===== src/bds_pkg.sv =====
`default_nettype none
// Package for the baud divisor search core: word types and constants.
// No dependencies.
package bds_pkg;

    localparam int NumPrescalerCodes = 12;
    localparam logic [27:0] KernelClockReset = 28'd16000000;
    localparam logic [30:0] ErrInit = 31'h7FFFFFFF;
    localparam logic [3:0] LastCode = 4'(NumPrescalerCodes - 1);
    localparam int DivWidth = 30;

    typedef struct packed {
        logic [24:0] desired_baud;
        logic        prescaler_limited;
    } in_word_t;

    typedef struct packed {
        logic        found;
        logic        oversample_by_8;
        logic [3:0]  prescaler_code;
        logic [28:0] divisor;
        logic [30:0] baud_error;
    } out_word_t;

endpackage

`default_nettype wire


===== src/baud_divisor_search_core.sv =====
`default_nettype none
// Baud divisor search: sequencer over mode and prescaler candidates with one
// shared restoring divider. Depends on bds_pkg.
// Search: a candidate runs the shared divider up to twice, after a prescaler
// division when the prescaler divides by 2 to 12; limited prescaler tries code 0 only.
// Throughput: one word at a time; in_stall is high until the result is taken.
// Reset: rst_n clears control and sets kernel clock to 16 MHz.
module baud_divisor_search_core (
    input  wire logic              clk,
    input  wire logic              rst_n,
    input  wire logic              in_valid,
    output logic                   in_stall,
    input  wire bds_pkg::in_word_t in_word,
    output logic                   out_valid,
    input  wire logic              out_stall,
    output bds_pkg::out_word_t     out_word,
    input  wire logic              cfg_valid,
    output logic                   cfg_ready,
    input  wire logic [27:0]       cfg_data
);

    localparam logic [3:0] S_IDLE  = 4'd0;
    localparam logic [3:0] S_CAND  = 4'd1;
    localparam logic [3:0] S_TWICE = 4'd2;
    localparam logic [3:0] S_DIV   = 4'd3;
    localparam logic [3:0] S_ACH   = 4'd4;
    localparam logic [3:0] S_CMP   = 4'd5;
    localparam logic [3:0] S_NEXT  = 4'd6;
    localparam logic [3:0] S_OUT   = 4'd7;

    localparam logic [1:0] P_PRE = 2'd0;
    localparam logic [1:0] P_TW  = 2'd1;
    localparam logic [1:0] P_ACH = 2'd2;

    localparam int W = bds_pkg::DivWidth;

    logic [3:0]  state_reg, state_next;
    logic [1:0]  phase_reg, phase_next;
    logic [27:0] kclk_reg;
    logic [24:0] baud_reg, baud_next;
    logic        lim_reg, lim_next;
    logic        mode_reg, mode_next;
    logic [3:0]  code_reg, code_next;
    logic [28:0] sclk_reg, sclk_next;
    logic [W-1:0] dv_reg, dv_next;
    logic [W:0]   rem_reg, rem_next;
    logic [W-1:0] quo_reg, quo_next;
    logic [W-1:0] den_reg, den_next;
    logic [4:0]   cnt_reg, cnt_next;
    logic        found_reg, found_next;
    logic        bmode_reg, bmode_next;
    logic [3:0]  bcode_reg, bcode_next;
    logic [28:0] bdiv_reg, bdiv_next;
    logic [30:0] berr_reg, berr_next;

    logic [28:0] base_clk;
    logic [W:0]  shifted, trial;
    logic [W-1:0] rdiv;
    logic [29:0] err;
    logic [3:0]  start_code;

    assign cfg_ready = 1'b1;
    assign in_stall  = (state_reg != S_IDLE);
    assign out_valid = (state_reg == S_OUT);
    assign out_word  = '{found: found_reg, oversample_by_8: bmode_reg,
                         prescaler_code: bcode_reg, divisor: bdiv_reg,
                         baud_error: berr_reg};

    assign base_clk   = mode_reg ? {kclk_reg, 1'b0} : {1'b0, kclk_reg};
    assign shifted    = {rem_reg[W-1:0], quo_reg[W-1]};
    assign trial      = shifted - {1'b0, den_reg};
    assign rdiv       = {1'b0, quo_reg[W-1:1]} + {{(W-1){1'b0}}, quo_reg[0]};
    assign err        = ({5'd0, baud_reg} >= {1'b0, quo_reg[28:0]})
                      ? ({5'd0, baud_reg} - {1'b0, quo_reg[28:0]})
                      : ({1'b0, quo_reg[28:0]} - {5'd0, baud_reg});
    assign start_code = lim_reg ? 4'd0 : bds_pkg::LastCode;

    always_comb
    begin
        state_next = state_reg;
        phase_next = phase_reg;
        baud_next  = baud_reg;
        lim_next   = lim_reg;
        mode_next  = mode_reg;
        code_next  = code_reg;
        sclk_next  = sclk_reg;
        dv_next    = dv_reg;
        rem_next   = rem_reg;
        quo_next   = quo_reg;
        den_next   = den_reg;
        cnt_next   = cnt_reg;
        found_next = found_reg;
        bmode_next = bmode_reg;
        bcode_next = bcode_reg;
        bdiv_next  = bdiv_reg;
        berr_next  = berr_reg;
        unique case (state_reg)
            S_IDLE:
            begin
                if (in_valid)
                begin
                    baud_next  = in_word.desired_baud;
                    lim_next   = in_word.prescaler_limited;
                    mode_next  = 1'b0;
                    code_next  = in_word.prescaler_limited ? 4'd0 : bds_pkg::LastCode;
                    found_next = 1'b0;
                    bmode_next = 1'b0;
                    bcode_next = 4'd0;
                    bdiv_next  = '0;
                    berr_next  = bds_pkg::ErrInit;
                    state_next = S_CAND;
                end
            end
            S_CAND:
            begin
                if (code_reg == 4'd0)
                begin
                    sclk_next  = base_clk;
                    state_next = S_TWICE;
                end
                else if (code_reg <= 4'd6)
                begin
                    quo_next   = {1'b0, base_clk};
                    rem_next   = '0;
                    den_next   = {{(W-5){1'b0}}, code_reg, 1'b0};
                    cnt_next   = 5'(W);
                    phase_next = P_PRE;
                    state_next = S_DIV;
                end
                else
                begin
                    sclk_next  = base_clk >> (code_reg - 4'd3);
                    state_next = S_TWICE;
                end
            end
            S_TWICE:
            begin
                if (baud_reg == '0)
                begin
                    state_next = S_NEXT;
                end
                else
                begin
                    quo_next   = {sclk_reg, 1'b0};
                    rem_next   = '0;
                    den_next   = {5'd0, baud_reg};
                    cnt_next   = 5'(W);
                    phase_next = P_TW;
                    state_next = S_DIV;
                end
            end
            S_DIV:
            begin
                if (trial[W])
                begin
                    rem_next = shifted;
                    quo_next = {quo_reg[W-2:0], 1'b0};
                end
                else
                begin
                    rem_next = trial;
                    quo_next = {quo_reg[W-2:0], 1'b1};
                end
                cnt_next = cnt_reg - 5'd1;
                if (cnt_reg == 5'd1)
                begin
                    unique case (phase_reg)
                        P_PRE:   state_next = S_TWICE;
                        P_TW:    state_next = S_ACH;
                        default: state_next = S_CMP;
                    endcase
                end
                if (cnt_reg == 5'd1 && phase_reg == P_PRE)
                begin
                    sclk_next = trial[W] ? quo_reg[W-3:0] << 1
                                         : {quo_reg[W-3:0], 1'b1};
                end
            end
            S_ACH:
            begin
                if (rdiv == '0)
                begin
                    state_next = S_NEXT;
                end
                else
                begin
                    dv_next    = rdiv;
                    quo_next   = {1'b0, sclk_reg};
                    rem_next   = '0;
                    den_next   = rdiv;
                    cnt_next   = 5'(W);
                    phase_next = P_ACH;
                    state_next = S_DIV;
                end
            end
            S_CMP:
            begin
                if ({1'b0, err} < berr_reg)
                begin
                    berr_next  = {1'b0, err};
                    bmode_next = mode_reg;
                    bcode_next = code_reg;
                    bdiv_next  = dv_reg[28:0];
                    found_next = 1'b1;
                end
                state_next = S_NEXT;
            end
            S_NEXT:
            begin
                if (code_reg != 4'd0)
                begin
                    code_next  = code_reg - 4'd1;
                    state_next = S_CAND;
                end
                else if (!mode_reg)
                begin
                    mode_next  = 1'b1;
                    code_next  = start_code;
                    state_next = S_CAND;
                end
                else
                begin
                    if (!found_reg)
                    begin
                        berr_next = '0;
                    end
                    state_next = S_OUT;
                end
            end
            S_OUT:
            begin
                if (!out_stall)
                begin
                    state_next = S_IDLE;
                end
            end
            default: state_next = S_IDLE;
        endcase
    end

    always_ff @(posedge clk or negedge rst_n)
    begin
        if (!rst_n)
        begin
            state_reg <= S_IDLE;
            kclk_reg  <= bds_pkg::KernelClockReset;
        end
        else
        begin
            state_reg <= state_next;
            if (cfg_valid && cfg_ready)
            begin
                kclk_reg <= cfg_data;
            end
        end
    end

    always_ff @(posedge clk)
    begin
        phase_reg <= phase_next;
        baud_reg  <= baud_next;
        lim_reg   <= lim_next;
        mode_reg  <= mode_next;
        code_reg  <= code_next;
        sclk_reg  <= sclk_next;
        dv_reg    <= dv_next;
        rem_reg   <= rem_next;
        quo_reg   <= quo_next;
        den_reg   <= den_next;
        cnt_reg   <= cnt_next;
        found_reg <= found_next;
        bmode_reg <= bmode_next;
        bcode_reg <= bcode_next;
        bdiv_reg  <= bdiv_next;
        berr_reg  <= berr_next;
    end

`ifndef SYNTHESIS
    a_div_den_nonzero: assert property (@(posedge clk) disable iff (!rst_n)
        (state_reg == S_DIV) |-> (den_reg != '0))
        else $error("divider running with zero divisor");
    a_found_div: assert property (@(posedge clk) disable iff (!rst_n)
        (out_valid && out_word.found) |-> (out_word.divisor != '0))
        else $error("found result with zero divisor");
    a_empty_result: assert property (@(posedge clk) disable iff (!rst_n)
        (out_valid && !out_word.found) |-> (out_word.baud_error == '0))
        else $error("empty result carries an error value");
    a_accept_starts: assert property (@(posedge clk) disable iff (!rst_n)
        (in_valid && !in_stall) |=> (state_reg == S_CAND))
        else $error("accepted word did not start a search");
`endif

endmodule

`default_nettype wire

===== config.mk =====
export PLATFORM = sky130hd
export DESIGN_NAME = baud_divisor_search_core
export DESIGN_NICKNAME = d
export VERILOG_FILES = /design/src/bds_pkg.sv /design/src/baud_divisor_search_core.sv
export SDC_FILE = /design/constraint.sdc
export NUM_CORES = 1
export LEC_CHECK = 0
export BUFFER_PORTS_ARGS = -buffer_cell sky130_fd_sc_hd__buf_2
export CAP_MARGIN = 20
export CORE_AREA = 2 2 242 244
export CTS_CLUSTER_DIAMETER = 100
export DETAILED_ROUTE_END_ITERATION = 8
export DIE_AREA = 0 0 244 246
export SKIP_CTS_REPAIR_TIMING = 1
export SLEW_MARGIN = 10
export SYNTH_ARGS = -nofsm -noshare
export SYNTH_HDL_FRONTEND = slang
export SYNTH_SLANG_ARGS = --single-unit
export TNS_END_PERCENT = 30

===== constraint.sdc =====
create_clock -name clk -period 6.9 [get_ports clk]
set_input_delay 0.69 -clock clk [delete_from_list [all_inputs] [get_ports clk]]
set_output_delay 0.69 -clock clk [all_outputs]
set_load 0.05 [all_outputs]

Yosys cells after proc, flatten, opt, wreduce, memory -nomap -nowiden. Index checks and enable logic that the tools add are counted.

Bits in registers: 284. Bits of input ports: 59. Output and inout port bits: 69. Logic and storage cells: 147.

$add $sub $neg: 7. Magnitude comparators: 3. Equal/unequal tests: 23. Shift operators: 1. Mux-type cells: 70. Bitwise logic cells: 1. Reductions and logical operators: 24.

Operator list (count): two-way mux 30 bit (14); one-hot mux 30 bit (4 select lines) (2); two-way mux 29 bit (6); two-way mux 31 bit (5); one-hot mux 29 bit (2 select lines) (2); one-hot mux 31 bit (3 select lines) (1); one-hot mux 30 bit (3 select lines) (1); two-way mux 4 bit (10); one-hot mux 4 bit (8 select lines) (1); less-than comparator 30 x 31 -> 1 bit (1); subtractor 31 x 30 -> 31 bit (1); adder 29 x 1 -> 30 bit (1); logical NOT 30 bit (1); subtractor 25 x 29 -> 30 bit (1); subtractor 29 x 25 -> 30 bit (1); greater-or-equal comparator 25 x 29 -> 1 bit (1); right shift 29 x 4 -> 29 bit (1); logical NOT 25 bit (1); inequality test 2 bit (second input constant) (12); two-way mux 5 bit (4); one-hot mux 5 bit (4 select lines) (1); == test 4 x 3 -> 1 bit (second input constant) (4); one-hot mux 4 bit (2 select lines) (2); AND reduction 3 bit (5); 25 further kinds (50).

Longest topological paths before layout.
Depth in word-level cells: 5. Mapped depth: 24. Depth with buffers taken out: 23.

Least setup slack after synthesis. Ideal clock, no wire load.

Path kind: flip-flop to flip-flop. Start: register baud_reg[0]. End: register bcode_reg[0] (enable). Setup time: 0.480 ns. Arrival: 6.876 ns. Data required time: 6.420 ns. Setup slack: -0.456 ns. Cell stages (with the launch flop): 25. Buffers on the path: 1. Period minus slack after synthesis: 7.356 ns. Cell sequence: edfxtp_1 > inv_1 > ha_1 > inv_1 > fa_1 > a21o_1 > a221oi_2 > o211ai_1 > nand2_1 > a41o_1 > buf_4 > nor2_2 > a2111oi_1 > nor3_1 > xnor2_1 > ha_1 > a21o_1 > a21o_1 > a21o_1 > a21o_1 > a21oi_1 > o21ai_0 > o211ai_1 > nand2_1 > a211oi_1.

Word-level cells in the longest chain between the ends: 5. Elaborated cells between the ends (all ways): 7. Those cells by class: add/sub: 2; order compare: 2; eq/ne: 1; mux: 1; reduce/logical: 1.

RTL lines: start, declared (line baud_divisor_search_core.sv:40) `logic [24:0] baud_reg, baud_next;`; start signal, assigned (line baud_divisor_search_core.sv:261) `baud_reg <= baud_next;`; subtractor 29 x 25 -> 30 bit (tied with other cells) (line baud_divisor_search_core.sv:75) `: ({1'b0, quo_reg[28:0]} - {5'd0, baud_reg});`; two-way mux 30 bit (*) (line baud_divisor_search_core.sv:74) `? ({5'd0, baud_reg} - {1'b0, quo_reg[28:0]})`; less-than comparator 30 x 31 -> 1 bit (*) (line baud_divisor_search_core.sv:198) `if ({1'b0, err} < berr_reg)`; inequality test 2 bit (no source line) (*); AND reduction 3 bit (no source line) (*); end signal, assigned (line baud_divisor_search_core.sv:273) `bcode_reg <= bcode_next;`; end, declared (line baud_divisor_search_core.sv:52) `logic [3:0] bcode_reg, bcode_next;`.

Every way passes the cells marked *; elsewhere a longest branch is shown, timed or not. A chain may end at the register's enable or synchronous reset.

Worst setup path in the final report.
Start: register baud_reg[0]. End: register berr_reg[12] (enable).

Word-level cells in the longest chain between the ends: 5. Elaborated cells between the ends (all ways): 7. Those cells by class: add/sub: 2; order compare: 2; eq/ne: 1; mux: 1; reduce/logical: 1.

RTL lines: subtractor 29 x 25 -> 30 bit (tied with other cells) (line baud_divisor_search_core.sv:75); two-way mux 30 bit (*) (line baud_divisor_search_core.sv:74); less-than comparator 30 x 31 -> 1 bit (*) (line baud_divisor_search_core.sv:198); inequality test 2 bit (no source line) (*); AND reduction 6 bit (no source line) (*); end signal, assigned (line baud_divisor_search_core.sv:275) `berr_reg <= berr_next;`; end, declared (line baud_divisor_search_core.sv:54) `logic [30:0] berr_reg, berr_next;`.

Marks and branches as above.

==> key figures <==
STA
  • Endpoints failing setup: 0
  • Tmin final: 6310 ps
  • Fin Setup TNS: 0 ps
  • Layout Skew: 32.3 ps
  • Fmax: 159 MHz
  • Worst slew pin tran: 1130 ps
  • RSZ-0062 raised after global routing: false
  • Final hold violations: 0
  • Worst slew margin: 24.7%
  • Final period util: 91.4%
  • Final setup margin: 592 ps
  • Fin. max-slew vios: 0
  • Hold WS: 181 ps

Synth
  • Post-synthesis net count: 2282
  • Synth top area share: 37.9%
  • YS warnings: 0
  • Syn_area_per_cell: 9.50 µm²
  • Asr flop ratio synth: 11.0%
  • Main synth FF type: edfxtp_1
  • EDFF count, synth: 252
  • Post-synthesis sequential area ratio: 41.8%
  • Synth Instances: 2104
  • Synth Register Bits: 283
  • Synth unique cells: 86
  • Synth Cell Area: 0.0200 mm²
  • Top cells by area, synth: edfxtp_1 38%, ha_1 7.3%, mux2i_1 4.4%, a21oi_1 3.5%, nand2_1 3.3%
  • Largest area contributor in the netlist: edfxtp_1

Floorplan
  • IO Pins: 128
  • Die area: 0.0600 mm²
  • Num rows: 88
  • Core Box Area: 0.0574 mm²
  • Initial Util: 34.8%
  • Die width: 244 µm
  • Die Ht: 246 µm

Layout
  • Seq. cell area: 0.00835 mm²
  • Final Net Count: 2339
  • Diode count: 0
  • Area of the multi-input gates: 0.0105 mm²
  • Share of cells above drive strength 1: 13.9%
  • P&R area growth vs syn: 12.1%
  • # fillers: 5724
  • Largest register FFs: 31

Pwr
  • Net Sw Power: 5.70 mW
  • Pwr Total: 11.7 mW
  • Leakage: 9.14 nW
  • P_int: 6.01 mW
  • Part of the power in the clock network: 14.7%
  • PD cells: 523 mW/mm²
  • Comb pwr share: 58.9%
  • Worst vdd ir: 0.322 mV
  • Register share of total power: 26.4%
  • Sw Share: 48.7%

Worst setup path
  • Crit Path Class: reg2reg
  • Critical Path Sink Type: flip-flop
  • Reg2reg path depth: 24
  • Delay of the slowest cell on the worst path: 590 ps
  • Worst Setup Start Kind: flip-flop
  • Cell breakdown of the critical path: inv_1, ha_1, inv_1, fa_1, a21o_1, a221oi_2, o211ai_1, nand2_1, a41o_1, nor2_2, a2111oi_1, nor3_1, xnor2_1, ha_1, a21o_1, a21o_1, a21o_1, a21o_1, a21oi_1, o21ai_0, o211ai_1, nand2_1, nor3_2, buf_4
  • Slowest-stage cell, CP: a2111oi_1
  • Critical Path AT: 6500 ps
  • Crit Path Max Fanout: 31
  • Top cell by count, worst path: a21o_1
  • WP data required: 7100 ps

Drt
  • Drt pass-1 iters: 6
  • Total detailed-routing wirelength: 65500 µm
  • Post-DR wirelength/cell: 22.2 µm
  • Initial DRC count: 1838
  • Antenna-violating nets left: 0
  • DR DRC count: 0
  • Via density: 5.72
  • Total number of vias: 16900

Global routing
  • All-Layer GR Usage: 21.3%
  • Most used routing layer: met2
  • Initial antenna violation count: 5
  • Grt ovf: 0
  • Largest net degree at the start of global routing: 78
  • Met3 Resource Use GR: 3.21%
  • Met2 Use GR: 32.7%
  • Grt met1 use: 31.2%
  • Vias in the first global route: 15900
  • First-pass GRT wire length: 98300 µm

Clock network
  • Depth of the CTS H-tree: 2
  • Clk sinks: 283
  • Root buf cell: clkbuf_16
  • Max Root-Sink Buffers: 3
  • Total CTS buffers: 34
  • Worst-skew pair later-pin latency: 560 ps
  • Clk slew on worst S/H paths: 60 ps
  • CTS tree: built

Placed design
  • Final HPWL DP: 50100 µm
  • Routability cong.: 0.967
  • I/O Buffers: 126
  • Place WS: 634 ps

Min path
  • Hold WC Path Type: in2async

Flow run
  • Max-cap check violation count: 0

Status
  • Status: finished, final reports clean
-- kinds of logic (layout without fill, tap and decap cells) --
family	Yosys count	after routing	synth area share, %
adder cells (fa/ha/maj)	119	119	7.56
flip-flops	283	283	41.8
AND/OR/NAND/NOR	604	604	14.6
other	1	1	0.0188
AO/OA/AOI/OAI	584	584	19.2
multiplexers	135	135	7.12
XOR/XNOR	87	87	3.81
buffers and inverters	291	373	5.88
-- placed cells by master (no fill, tap or decap), types with 35 or more instances in the layout --
| cell | netlist | layout |
|---|---|---|
| mux2_2 | 47 | 47 |
| o21a_1 | 40 | 40 |
| buf_2 | 14 | 126 |
| nand2_1 | 176 | 175 |
| edfxtp_1 | 252 | 252 |
| o21ai_0 | 129 | 127 |
| ha_1 | 116 | 116 |
| nor3_1 | 39 | 37 |
| nand3_1 | 78 | 77 |
| clkbuf_16 | 0 | 35 |
| a21o_1 | 53 | 53 |
| xnor2_1 | 61 | 60 |
| and3_1 | 42 | 42 |
| a21oi_1 | 138 | 138 |
| nor2_1 | 135 | 134 |
| mux2i_1 | 87 | 87 |
| inv_1 | 147 | 147 |
-- metrics by stage --
stage	std cells	utilization [%]	area, µm²
2_1_floorplan	2104	-	20000
3_3_place_gp	2888	37.1	21300
3_5_place_dp	2888	37.1	21300
4_1_cts	2949	39.0	22400
5_1_grt	2951	39.0	22400
6_report	2951	39.0	22400
-- per-layer routing --
layer  routed length [µm]  part of all wire, %
met5                    0                    0
met4                 1350                  2.1
met3                 5650                  8.6
met2                28600                   44
met1                29900                   46
-- area by class of cell --
class	instances	share of cell area, %
clock buffer	39	4.07
sequential	283	37.3
timing repair buffer	160	4.13
inverter	152	2.55
multi-input combinational	1530	47.0
clock inverter	22	0.643
tap	765	4.27
-- worst paths after layout --
path	slack (ps)	end	start
worst max register to register	590	berr_reg[12]	baud_reg[0]
min in group clk	330	baud_reg[19]	in_word[20]
worst min register to register	530	kclk_reg[9]	kclk_reg[9]
worst max-delay path	590	berr_reg[12]	baud_reg[0]
worst min-delay path	180	kclk_reg[12]	rst_n
max in group asynchronous	6220	state_reg[0]	rst_n
-- power groups by stage --
| stage | Combinational (mW) | Sequential, mW | Clock, mW |
|---|---|---|---|
| 2_1_floorplan | 4.79 | 3.21 | 0 |
| 3_3_place_gp | 6.74 | 3.10 | 0 |
| 3_5_place_dp | 6.77 | 3.12 | 0 |
| 6_report | 6.90 | 3.09 | 1.72 |
| 5_1_grt | 7.54 | 3.15 | 1.82 |
| 4_1_cts | 6.82 | 3.09 | 1.76 |
-- synthesized netlist by cell type, types with 32 or more instances --
master    count
a21o_1       53
o21a_1       40
nor2_1      135
and3_1       42
nand2_1     176
edfxtp_1    252
clkbuf_1    101
inv_1       147
ha_1        116
a21oi_1     138
nor3_1       39
mux2i_1      87
a211oi_1     32
xnor2_1      61
nand3_1      78
mux2_2       47
o21ai_0     129
-- worst max-delay path, delay by kind of cell (launching register included) --
family	cells	cell delay, ps
AOI/OAI and AO/OA	12	2980
xor gates and xnor gates	1	160
adders and majority gates	3	740
buffers and inverters	3	550
DFF	1	470
and+or+nand+nor	5	1020
(Power assumes the default switching activity.)
